[config.mk]
export PLATFORM = sky130hd
export DESIGN_NAME = hilbert_curve_converter
export DESIGN_NICKNAME = d
export VERILOG_FILES = /design/src/design/hcc_pkg.sv /design/src/design/hilbert_curve_converter.sv /design/src/design/hcc_stage.sv
export SDC_FILE = /design/constraint.sdc
export NUM_CORES = 1
export LEC_CHECK = 0
export BUFFER_PORTS_ARGS = -buffer_cell sky130_fd_sc_hd__clkbuf_2
export CAP_MARGIN = 20
export CORE_MARGIN = 2
export CORE_UTILIZATION = 60
export CTS_CLUSTER_DIAMETER = 40
export DETAILED_ROUTE_END_ITERATION = 6
export PLACE_DENSITY = 0.83
export SLEW_MARGIN = 5
export SYNTH_ARGS = -nofsm -noshare
export SYNTH_HDL_FRONTEND = slang
export SYNTH_HIERARCHICAL = 1
export SYNTH_SLANG_ARGS = --single-unit
[constraint.sdc]
create_clock -name clk -period 10.35 [get_ports clk]
set_input_delay 0.5175 -clock clk [delete_from_list [all_inputs] [get_ports clk]]
set_output_delay 0.5175 -clock clk [all_outputs]
set_load 0.03 [all_outputs]
[src/design/hcc_pkg.sv]
package hcc_pkg;

  localparam int COORD_W          = 16;
  localparam int INDEX_W          = 32;
  localparam int ORDER_W          = 5;
  localparam int LEVEL_IDX_W      = 4;
  localparam int INDEX_POS_W      = 5;
  localparam int LEVELS           = 16;
  localparam int LEVELS_PER_STAGE = 4;
  localparam int STAGES           = LEVELS / LEVELS_PER_STAGE;

  localparam logic [ORDER_W-1:0] MIN_ORDER   = 5'd1;
  localparam logic [ORDER_W-1:0] MAX_ORDER   = 5'd16;
  localparam logic [ORDER_W-1:0] RESET_ORDER = 5'd16;

  typedef enum logic {
    ACT_TO_INDEX  = 1'b0,
    ACT_TO_COORDS = 1'b1
  } hcc_action_t;

  // One item in flight. The x, y and d fields are rewritten in place, one
  // level at a time, from the top level downwards. The sw and inv flags hold
  // the orientation of the sub-square that the walk has reached.
  typedef struct packed {
    hcc_action_t        act;
    logic               sw;
    logic               inv;
    logic [COORD_W-1:0] x;
    logic [COORD_W-1:0] y;
    logic [INDEX_W-1:0] d;
  } hcc_item_t;

  typedef struct packed {
    logic       xb;
    logic       yb;
    logic [1:0] q;
    logic       sw;
    logic       inv;
  } hcc_level_t;

  // One level of the walk in either direction. The orientation is a swap
  // followed by a complement of both bits; the two operations commute, so
  // the same mapping serves both ways.
  function automatic hcc_level_t hcc_level(hcc_action_t act, logic sw, logic inv,
                                           logic xb, logic yb, logic [1:0] q);
    logic       a;
    logic       b;
    logic       rx;
    logic       ry;
    logic       ex;
    logic       ey;
    hcc_level_t r;
    a = sw ? yb : xb;
    b = sw ? xb : yb;
    if (act == ACT_TO_INDEX) begin
      rx = a ^ inv;
      ry = b ^ inv;
    end else begin
      rx = q[1];
      ry = q[0] ^ q[1];
    end
    ex = rx ^ inv;
    ey = ry ^ inv;
    if (act == ACT_TO_INDEX) begin
      r.xb = xb;
      r.yb = yb;
    end else begin
      r.xb = sw ? ey : ex;
      r.yb = sw ? ex : ey;
    end
    r.q   = {rx, rx ^ ry};
    r.sw  = ry ? sw : ~sw;
    r.inv = (!ry && rx) ? ~inv : inv;
    return r;
  endfunction

  // Bit j is set when j lies below the curve order.
  function automatic logic [COORD_W-1:0] coord_mask(logic [ORDER_W-1:0] m);
    logic [COORD_W-1:0] mask;
    for (int j = 0; j < COORD_W; j++) begin
      mask[j] = ORDER_W'(j) < m;
    end
    return mask;
  endfunction

endpackage

[src/design/hilbert_curve_converter.sv]
// Channel  Handshake            Payload
// in       in_valid / in_stall  in_action, in_x_coord, in_y_coord, in_curve_index
// out      out_valid/ out_stall out_x_out, out_y_out, out_index_out
// cfg      cfg_wr_en            cfg_wr_data (curve order)
//
// One item is accepted per cycle while in_stall is low; a result passes through
// one register stage per four bit levels of the curve.
// Reset empties the pipeline and sets the curve order to 16.
// A stage holds its item only while it is full and the stage after it stalls,
// so bubbles are squeezed out and in_stall follows out_stall combinationally.
module hilbert_curve_converter (
  input  logic                        clk,
  input  logic                        rst_n,
  input  logic                        cfg_wr_en,
  input  logic [hcc_pkg::ORDER_W-1:0] cfg_wr_data,
  input  logic                        in_valid,
  output logic                        in_stall,
  input  logic                        in_action,
  input  logic [hcc_pkg::COORD_W-1:0] in_x_coord,
  input  logic [hcc_pkg::COORD_W-1:0] in_y_coord,
  input  logic [hcc_pkg::INDEX_W-1:0] in_curve_index,
  output logic                        out_valid,
  input  logic                        out_stall,
  output logic [hcc_pkg::COORD_W-1:0] out_x_out,
  output logic [hcc_pkg::COORD_W-1:0] out_y_out,
  output logic [hcc_pkg::INDEX_W-1:0] out_index_out
);
  import hcc_pkg::*;

  logic [ORDER_W-1:0] order_r;
  logic [ORDER_W-1:0] order_eff;
  logic [COORD_W-1:0] cmask;
  hcc_item_t          in_item;

  logic      st_valid [0:STAGES];
  logic      st_stall [0:STAGES];
  hcc_item_t st_item  [0:STAGES];

  always_ff @(posedge clk) begin
    if (!rst_n) begin
      order_r <= RESET_ORDER;
    end else if (cfg_wr_en) begin
      order_r <= cfg_wr_data;
    end
  end

  always_comb begin
    if (order_r < MIN_ORDER) begin
      order_eff = MIN_ORDER;
    end else if (order_r > MAX_ORDER) begin
      order_eff = MAX_ORDER;
    end else begin
      order_eff = order_r;
    end
  end

  assign cmask = coord_mask(order_eff);

  // The pipeline always walks all sixteen levels. Each empty level above the
  // order swaps the axes, so an odd order starts with the axes swapped to
  // cancel that out.
  always_comb begin
    in_item     = '0;
    in_item.act = hcc_action_t'(in_action);
    in_item.sw  = order_eff[0];
    in_item.inv = 1'b0;
    if (in_item.act == ACT_TO_INDEX) begin
      in_item.x = in_x_coord & cmask;
      in_item.y = in_y_coord & cmask;
    end else begin
      for (int j = 0; j < COORD_W; j++) begin
        in_item.d[2*j +: 2] = in_curve_index[2*j +: 2] & {2{cmask[j]}};
      end
    end
  end

  assign st_valid[0] = in_valid;
  assign st_item[0]  = in_item;
  assign in_stall    = st_stall[0];

  for (genvar i = 0; i < STAGES; i++) begin : g_stage
    hcc_stage #(
      .TOP_LEVEL(LEVELS - 1 - i * LEVELS_PER_STAGE)
    ) u_stage (
      .clk    (clk),
      .rst_n  (rst_n),
      .valid_i(st_valid[i]),
      .stall_o(st_stall[i]),
      .item_i (st_item[i]),
      .valid_o(st_valid[i+1]),
      .stall_i(st_stall[i+1]),
      .item_o (st_item[i+1])
    );
  end

  assign st_stall[STAGES] = out_stall;
  assign out_valid        = st_valid[STAGES];

  always_comb begin
    out_x_out     = '0;
    out_y_out     = '0;
    out_index_out = '0;
    if (st_item[STAGES].act == ACT_TO_COORDS) begin
      out_x_out = st_item[STAGES].x;
      out_y_out = st_item[STAGES].y;
    end else begin
      out_index_out = st_item[STAGES].d;
    end
  end

`ifndef NO_ASSERTIONS
  a_stall_from_output: assert property (@(posedge clk) disable iff (!rst_n)
    in_stall |-> out_stall && out_valid)
    else $error("input stalled while the output side was free");

  a_order_in_range: assert property (@(posedge clk) disable iff (!rst_n)
    order_eff >= MIN_ORDER && order_eff <= MAX_ORDER)
    else $error("effective curve order out of range");

  a_index_result_clean: assert property (@(posedge clk) disable iff (!rst_n)
    out_valid && st_item[STAGES].act == ACT_TO_INDEX |->
      out_x_out == '0 && out_y_out == '0)
    else $error("coordinate fields not zero on an index result");
`endif

endmodule

[src/design/hcc_stage.sv]
module hcc_stage #(
  parameter int TOP_LEVEL = 15
) (
  input  logic              clk,
  input  logic              rst_n,
  input  logic              valid_i,
  output logic              stall_o,
  input  hcc_pkg::hcc_item_t item_i,
  output logic              valid_o,
  input  logic              stall_i,
  output hcc_pkg::hcc_item_t item_o
);
  import hcc_pkg::*;

  logic       valid_r;
  hcc_item_t  item_r;
  hcc_item_t  item_nxt;

  // Four dependent levels on single bits; each level only sees one bit of
  // x and y and two bits of d.
  always_comb begin
    hcc_item_t  cur;
    hcc_level_t lr;
    cur = item_i;
    for (int j = 0; j < LEVELS_PER_STAGE; j++) begin
      lr = hcc_level(cur.act, cur.sw, cur.inv,
                     cur.x[LEVEL_IDX_W'(TOP_LEVEL - j)],
                     cur.y[LEVEL_IDX_W'(TOP_LEVEL - j)],
                     cur.d[INDEX_POS_W'(2 * (TOP_LEVEL - j)) +: 2]);
      cur.x[LEVEL_IDX_W'(TOP_LEVEL - j)] = lr.xb;
      cur.y[LEVEL_IDX_W'(TOP_LEVEL - j)] = lr.yb;
      cur.d[INDEX_POS_W'(2 * (TOP_LEVEL - j)) +: 2] = lr.q;
      cur.sw  = lr.sw;
      cur.inv = lr.inv;
    end
    item_nxt = cur;
  end

  assign stall_o = valid_r && stall_i;
  assign valid_o = valid_r;
  assign item_o  = item_r;

  always_ff @(posedge clk) begin
    if (!rst_n) begin
      valid_r <= 1'b0;
    end else if (!stall_o) begin
      valid_r <= valid_i;
    end
  end

  always_ff @(posedge clk) begin
    if (!stall_o && valid_i) begin
      item_r <= item_nxt;
    end
  end

`ifndef NO_ASSERTIONS
  a_hold_when_stalled: assert property (@(posedge clk) disable iff (!rst_n)
    valid_r && stall_i |=> valid_r && $stable(item_r))
    else $error("stage lost or changed a stalled item");

  a_bubble_moves: assert property (@(posedge clk) disable iff (!rst_n)
    !valid_i && !stall_i |=> !valid_r)
    else $error("stage invented an item");

  a_load_on_beat: assert property (@(posedge clk) disable iff (!rst_n)
    valid_i && !stall_o |=> valid_r && item_r == $past(item_nxt))
    else $error("stage did not capture an accepted item");
`endif

endmodule

==> metrics, run 1 <==
status finished, final reports clean; most frequent cells in the layout edfxtp_1 (266), clkbuf_2 (140), and2_1 (66); min setup slack post-route 4.721 ns; dpl cells 1,165; post-layout util 72.23%; Placer Congestion 0.8258; Pins Over Slew Limit 0; r2r worst-path depth 20; DRT iter0 DRCs 415; number of global-route vias before repair 6,127; Routed WL 20,120 um; PortBufs 140; Max Clk Rate 0.1776 GHz; clock sink total 275; CTS tree built; core area 0.01883 mm2; cells after synthesis 789; fillers 1,225; Power per Cell Area 192.4 mW/mm2; pre-CTS WS 4.835 ns; Pleak 5.183 nW; Longest Clk Path Bufs 3; largest net degree at the start of global routing 68; Worst Hold Class in2reg; Post-Layout Cell Count 1,223; Horiz. Die Dim 142.8 um; first-pass GRT wire length 31,220 um; Mapped Area 0.01156 mm2; Setup crit end kind register; # setup viols final 0; critical path data arrival time 5.90 ns; drt wl/cell 16.45 um; Setup Skew 0.01590 ns; CTS root buf clkbuf_16; commonest non-fill, non-tap cell in the layout edfxtp_1; via/cell ratio 5.374; nets 1,021; DRC viols 0; worst-margin pin slew 0.8837 ns; Setup Total Neg Slack 0 ns; antenna cell count 0; Tcrit/Tclk final 54.39%; DP HPWL 13,190 um; H-tree levels 1; IO Pins 141; CTS Buf Count 31; largest fanout on the critical path 9; initial antenna violation count 0; multi-input logic area 0.003218 mm2; CTS resizes 0; YS warnings 6; RSZ-0062 raised after global routing false; total gr overflow 0; DRT Pass-1 Iters 5; Startpoint Class register; GRT Util Overall 19.79%; data required time at the worst endpoint 10.62 ns; area grow syn2layout 17.65%; Hold Buf Count CTS 0; Max-Cap Viols 0; Initial Utilization 61.40%; Die Y 142.8 um; Setup Fix Bufs, Post-CTS 0; FP Rows 50; syn_nets 872; die footprint 0.02039 mm2; Worst-path clk slew 0.06 ns; Via Count 6,573; Hold Vio Cnt, Final 0; Worst Hold Path Cells 3; worst setup path class reg2reg; maximum VDD drop 0.1680 mV; Final ANT Viol Nets 0; min Tclk post-route 5.629 ns; synthesized area per cell 14.65 um2; FF/Latch Area 0.008168 mm2; layout cells sized above 1 24.71%; clk_lat worst skew 0.55 ns; Rel. slew slack 41.08%
==> power by group <==
part / switching, mW / internal (mW)
combinational: 0.125 / 0.0919
clock: 0.441 / 0.660
sequential: 0.0218 / 1.28
==> worst paths after layout <==
kind | from | end | slack [ns]
hold / removal | cfg_wr_data[4] | order_r[4]$_SDFFE_PN1P_ | 0.18
hold reg to reg | g_stage[1].u_stage/item_o[17]$_DFFE_PP_ | g_stage[2].u_stage/item_o[17]$_DFFE_PP_ | 0.41
setup reg to reg | g_stage[1].u_stage/item_o[64]$_DFFE_PP_ | g_stage[2].u_stage/item_o[64]$_DFFE_PP_ | 4.72
setup / recovery | g_stage[1].u_stage/item_o[64]$_DFFE_PP_ | g_stage[2].u_stage/item_o[64]$_DFFE_PP_ | 4.72
==> through the flow <==
| step | total power [mW] | instance area, um2 | hold slack (ns) |
|---|---|---|---|
| floorplan | 1.479 | 11560 | 0.4003 |
| global placement | 1.527 | 12530 | 0.4004 |
| detailed placement | 1.538 | 12530 | 0.4045 |
| CTS | 2.639 | 13600 | 0.1631 |
| global route | 2.710 | 13600 | 0.1941 |
| finish | 2.617 | 13600 | 0.1789 |
==> per-layer routing <==
metal	share of wire (%)	global-route usage, %	up-vias	wire length, um
li1	-	-	3215	-
met5	0	0	-	0
met1	42	26.20	3106	8503
met2	50	34.08	208	10060
met4	2.8	6.045	0	570
met3	4.9	3.152	44	983
==> layout make-up <==
type / count / area share [%]
Inverter: 18 / 0.4967
Clock buffer: 32 / 5.731
Sequential cell: 275 / 60.05
Multi-Input combinational cell: 465 / 23.66
Timing Repair Buffer: 147 / 5.538
Clock inverter: 26 / 2.134
Tap cell: 260 / 2.392
==> state kept, by name (all words and copies together), names as in the netlist <==
name                     count
order_r                      5
g_stage.u_stage/valid_o      4
g_stage.u_stage/item_o     266
==> worst max-delay path: stages, from the launching register on <==
cell and delay (ns):
edfxtp_1 0.60, inv_1 0.22, xnor2_1 0.21, nor2_1 0.05, a21oi_1 0.20, inv_1 0.09
ha_1 0.23, xor2_1 0.51, xnor2_1 0.18, mux2_2 0.31, ha_1 0.24, xnor3_1 0.50
and3_1 0.21, o31ai_1 0.29, ha_1 0.26, xor2_1 0.42, nor2_1 0.14, o211ai_1 0.22
o211a_1 0.20, ha_1 0.17, xnor2_1 0.08
(Power assumes the default switching activity.)
==> run 2, diff against run 1 <==
Settings changed: ABC_AREA from default to 1, CORE_UTILIZATION 60 to 58, PLACE_DENSITY 0.83 to 0.81.
Clock period 10.35 ns to 5.3 ns, I/O delays scaled along.
==> metrics, run 2 <==
worst-margin pin slew 0.9822 ns (was 0.8837 ns); commonest non-fill, non-tap cell in the layout edfxtp_1 (unchanged); Mapped Area 0.01135 mm2 (was 0.01156 mm2); critical path data arrival time 5.15 ns (was 5.90 ns); dpl cells 1,304 (was 1,165); DP HPWL 12,880 um (was 13,190 um); status finished, final reports clean (unchanged); Via Count 6,637 (was 6,573); syn_nets 997 (was 872); data required time at the worst endpoint 5.57 ns (was 10.62 ns); Rel. slew slack 34.36% (was 41.08%); Routed WL 19,480 um (was 20,120 um); area grow syn2layout 17.55% (was 17.65%); min Tclk post-route 4.885 ns (was 5.629 ns); Worst Hold Class in2reg (unchanged); initial antenna violation count 0 (unchanged); largest fanout on the critical path 11 (was 9); CTS Buf Count 31 (unchanged); largest net degree at the start of global routing 68 (unchanged); nets 1,161 (was 1,021); Setup Total Neg Slack 0 ns (unchanged); Placer Congestion 0.8391 (was 0.8258); YS warnings 6 (unchanged); CTS tree built (unchanged); RSZ-0062 raised after global routing false (unchanged); first-pass GRT wire length 30,420 um (was 31,220 um); fillers 1,351 (was 1,225); via/cell ratio 4.859 (was 5.374); antenna cell count 0 (unchanged); # setup viols final 0 (unchanged); Setup crit end kind register (unchanged); IO Pins 141 (unchanged); GRT Util Overall 19.11% (was 19.79%); cells after synthesis 914 (was 789); die footprint 0.02070 mm2 (was 0.02039 mm2); worst setup path class reg2reg (unchanged); clk_lat worst skew 0.53 ns (was 0.55 ns); Initial Utilization 58.69% (was 61.40%); drt wl/cell 14.26 um (was 16.45 um); Setup Fix Bufs, Post-CTS 0 (unchanged); DRT iter0 DRCs 321 (was 415); total gr overflow 0 (unchanged); Power per Cell Area 372.0 mW/mm2 (was 192.4 mW/mm2); total power 4.962 mW (was 2.617 mW); Longest Clk Path Bufs 3 (unchanged); CTS root buf clkbuf_16 (unchanged); PortBufs 140 (unchanged); layout cells sized above 1 25.07% (was 24.71%); core area 0.01933 mm2 (was 0.01883 mm2); Final ANT Viol Nets 0 (unchanged); Startpoint Class register (unchanged); Die Y 143.9 um (was 142.8 um); number of global-route vias before repair 6,334 (was 6,127); DRT Pass-1 Iters 5 (unchanged); Max Clk Rate 0.2047 GHz (was 0.1776 GHz); Pins Over Slew Limit 0 (unchanged); Max-Cap Viols 0 (unchanged); clock sink total 275 (unchanged); max reg flops 266 (unchanged); Tcrit/Tclk final 92.17% (was 54.39%); FP Rows 51 (was 50); H-tree levels 1 (unchanged); maximum VDD drop 0.2641 mV (was 0.1680 mV); Pleak 5.815 nW (was 5.183 nW); Horiz. Die Dim 143.9 um (was 142.8 um); DRC viols 0 (unchanged); Hold Vio Cnt, Final 0 (unchanged); Setup Skew 0.01306 ns (was 0.01590 ns); synthesized area per cell 12.41 um2 (was 14.65 um2); Post-Layout Cell Count 1,366 (was 1,223); most frequent cells in the layout edfxtp_1 (266), inv_1 (155), nand2_1 (151) (was edfxtp_1 (266), clkbuf_2 (140), and2_1 (66)); Worst-path clk slew 0.06 ns (about the same)
## run 2: final cells by class
| class | count | area [um2] | share of cell area, % |
|---|---|---|---|
| Inverter | 164 | 631.9 | 4.737 |
| Clock inverter | 21 | 193.9 | 1.454 |
| Multi-Input combinational cell | 455 | 2425 | 18.18 |
| Clock buffer | 35 | 790.8 | 5.928 |
| Timing Repair Buffer | 151 | 798.3 | 5.984 |
| Tap cell | 265 | 331.6 | 2.486 |
| Sequential cell | 275 | 8168 | 61.23 |
## run 2: path summary, 6_finish.rpt
check | startpoint | endpoint | cells after the start | slack (ns)
setup / recovery | g_stage[1].u_stage/item_o[66]$_DFFE_PP_ | g_stage[2].u_stage/item_o[64]$_DFFE_PP_ | 22 | 0.42
hold / removal | in_x_coord[12] | g_stage[0].u_stage/item_o[60]$_DFFE_PP_ | 3 | 0.03
setup reg to reg | g_stage[1].u_stage/item_o[66]$_DFFE_PP_ | g_stage[2].u_stage/item_o[64]$_DFFE_PP_ | 22 | 0.42
hold reg to reg | g_stage[0].u_stage/item_o[53]$_DFFE_PP_ | g_stage[1].u_stage/item_o[53]$_DFFE_PP_ | 0 | 0.41
## run 2: worst max-delay path, cell delays in order, from the launching register on
cell and delay [ns]:
edfxtp_1 0.61, clkinvlp_4 0.40, nand3_4 0.21, nand2_4 0.08
ha_1 0.21, or2_2 0.30, nand2_2 0.15, nand2_1 0.09
nand3_2 0.10, nand2_4 0.08, ha_1 0.22, xnor2_1 0.38
inv_1 0.20, nand2_1 0.11, nand2_1 0.05, o22ai_1 0.27
ha_1 0.26, xnor2_2 0.18, inv_1 0.14, a21oi_1 0.16
o31ai_1 0.10, ha_1 0.22, xnor2_1 0.12
## run 2: what timing repair did
item,CTS,global route
hold endpoints to repair,4,0
hold buffers,6,0
gates resized for setup,0,2
endpoints found under the setup margin,0,2
## run 2: metrics by stage
step	instance area (um2)	util (%)	setup slack, ns	hold WS [ns]
2_1_floorplan	11350	-	1.240	0.3636
3_3_place_gp	12280	63.53	0.7363	0.4002
3_5_place_dp	12280	63.53	0.4637	0.4045
4_1_cts	13330	68.93	0.4365	0.008442
5_1_grt	13340	68.99	0.08111	0.01651
6_report	13340	68.99	0.4151	0.02740
## run 2: power breakdown
group	internal (mW)	total (mW)	switching, mW
Combinational	0.148	0.434	0.287
Sequential	2.51	2.54	0.0365
Clock	1.18	1.99	0.808
Total	3.83	4.96	1.13
## run 2: routing by layer
layer	vias up	global-route usage, %	share of wire [%]
met5	-	0	0
met4	0	5.779	2.2
met3	32	3.432	5.1
met2	168	33.48	50
met1	3090	24.45	43
li1	3347	-	-
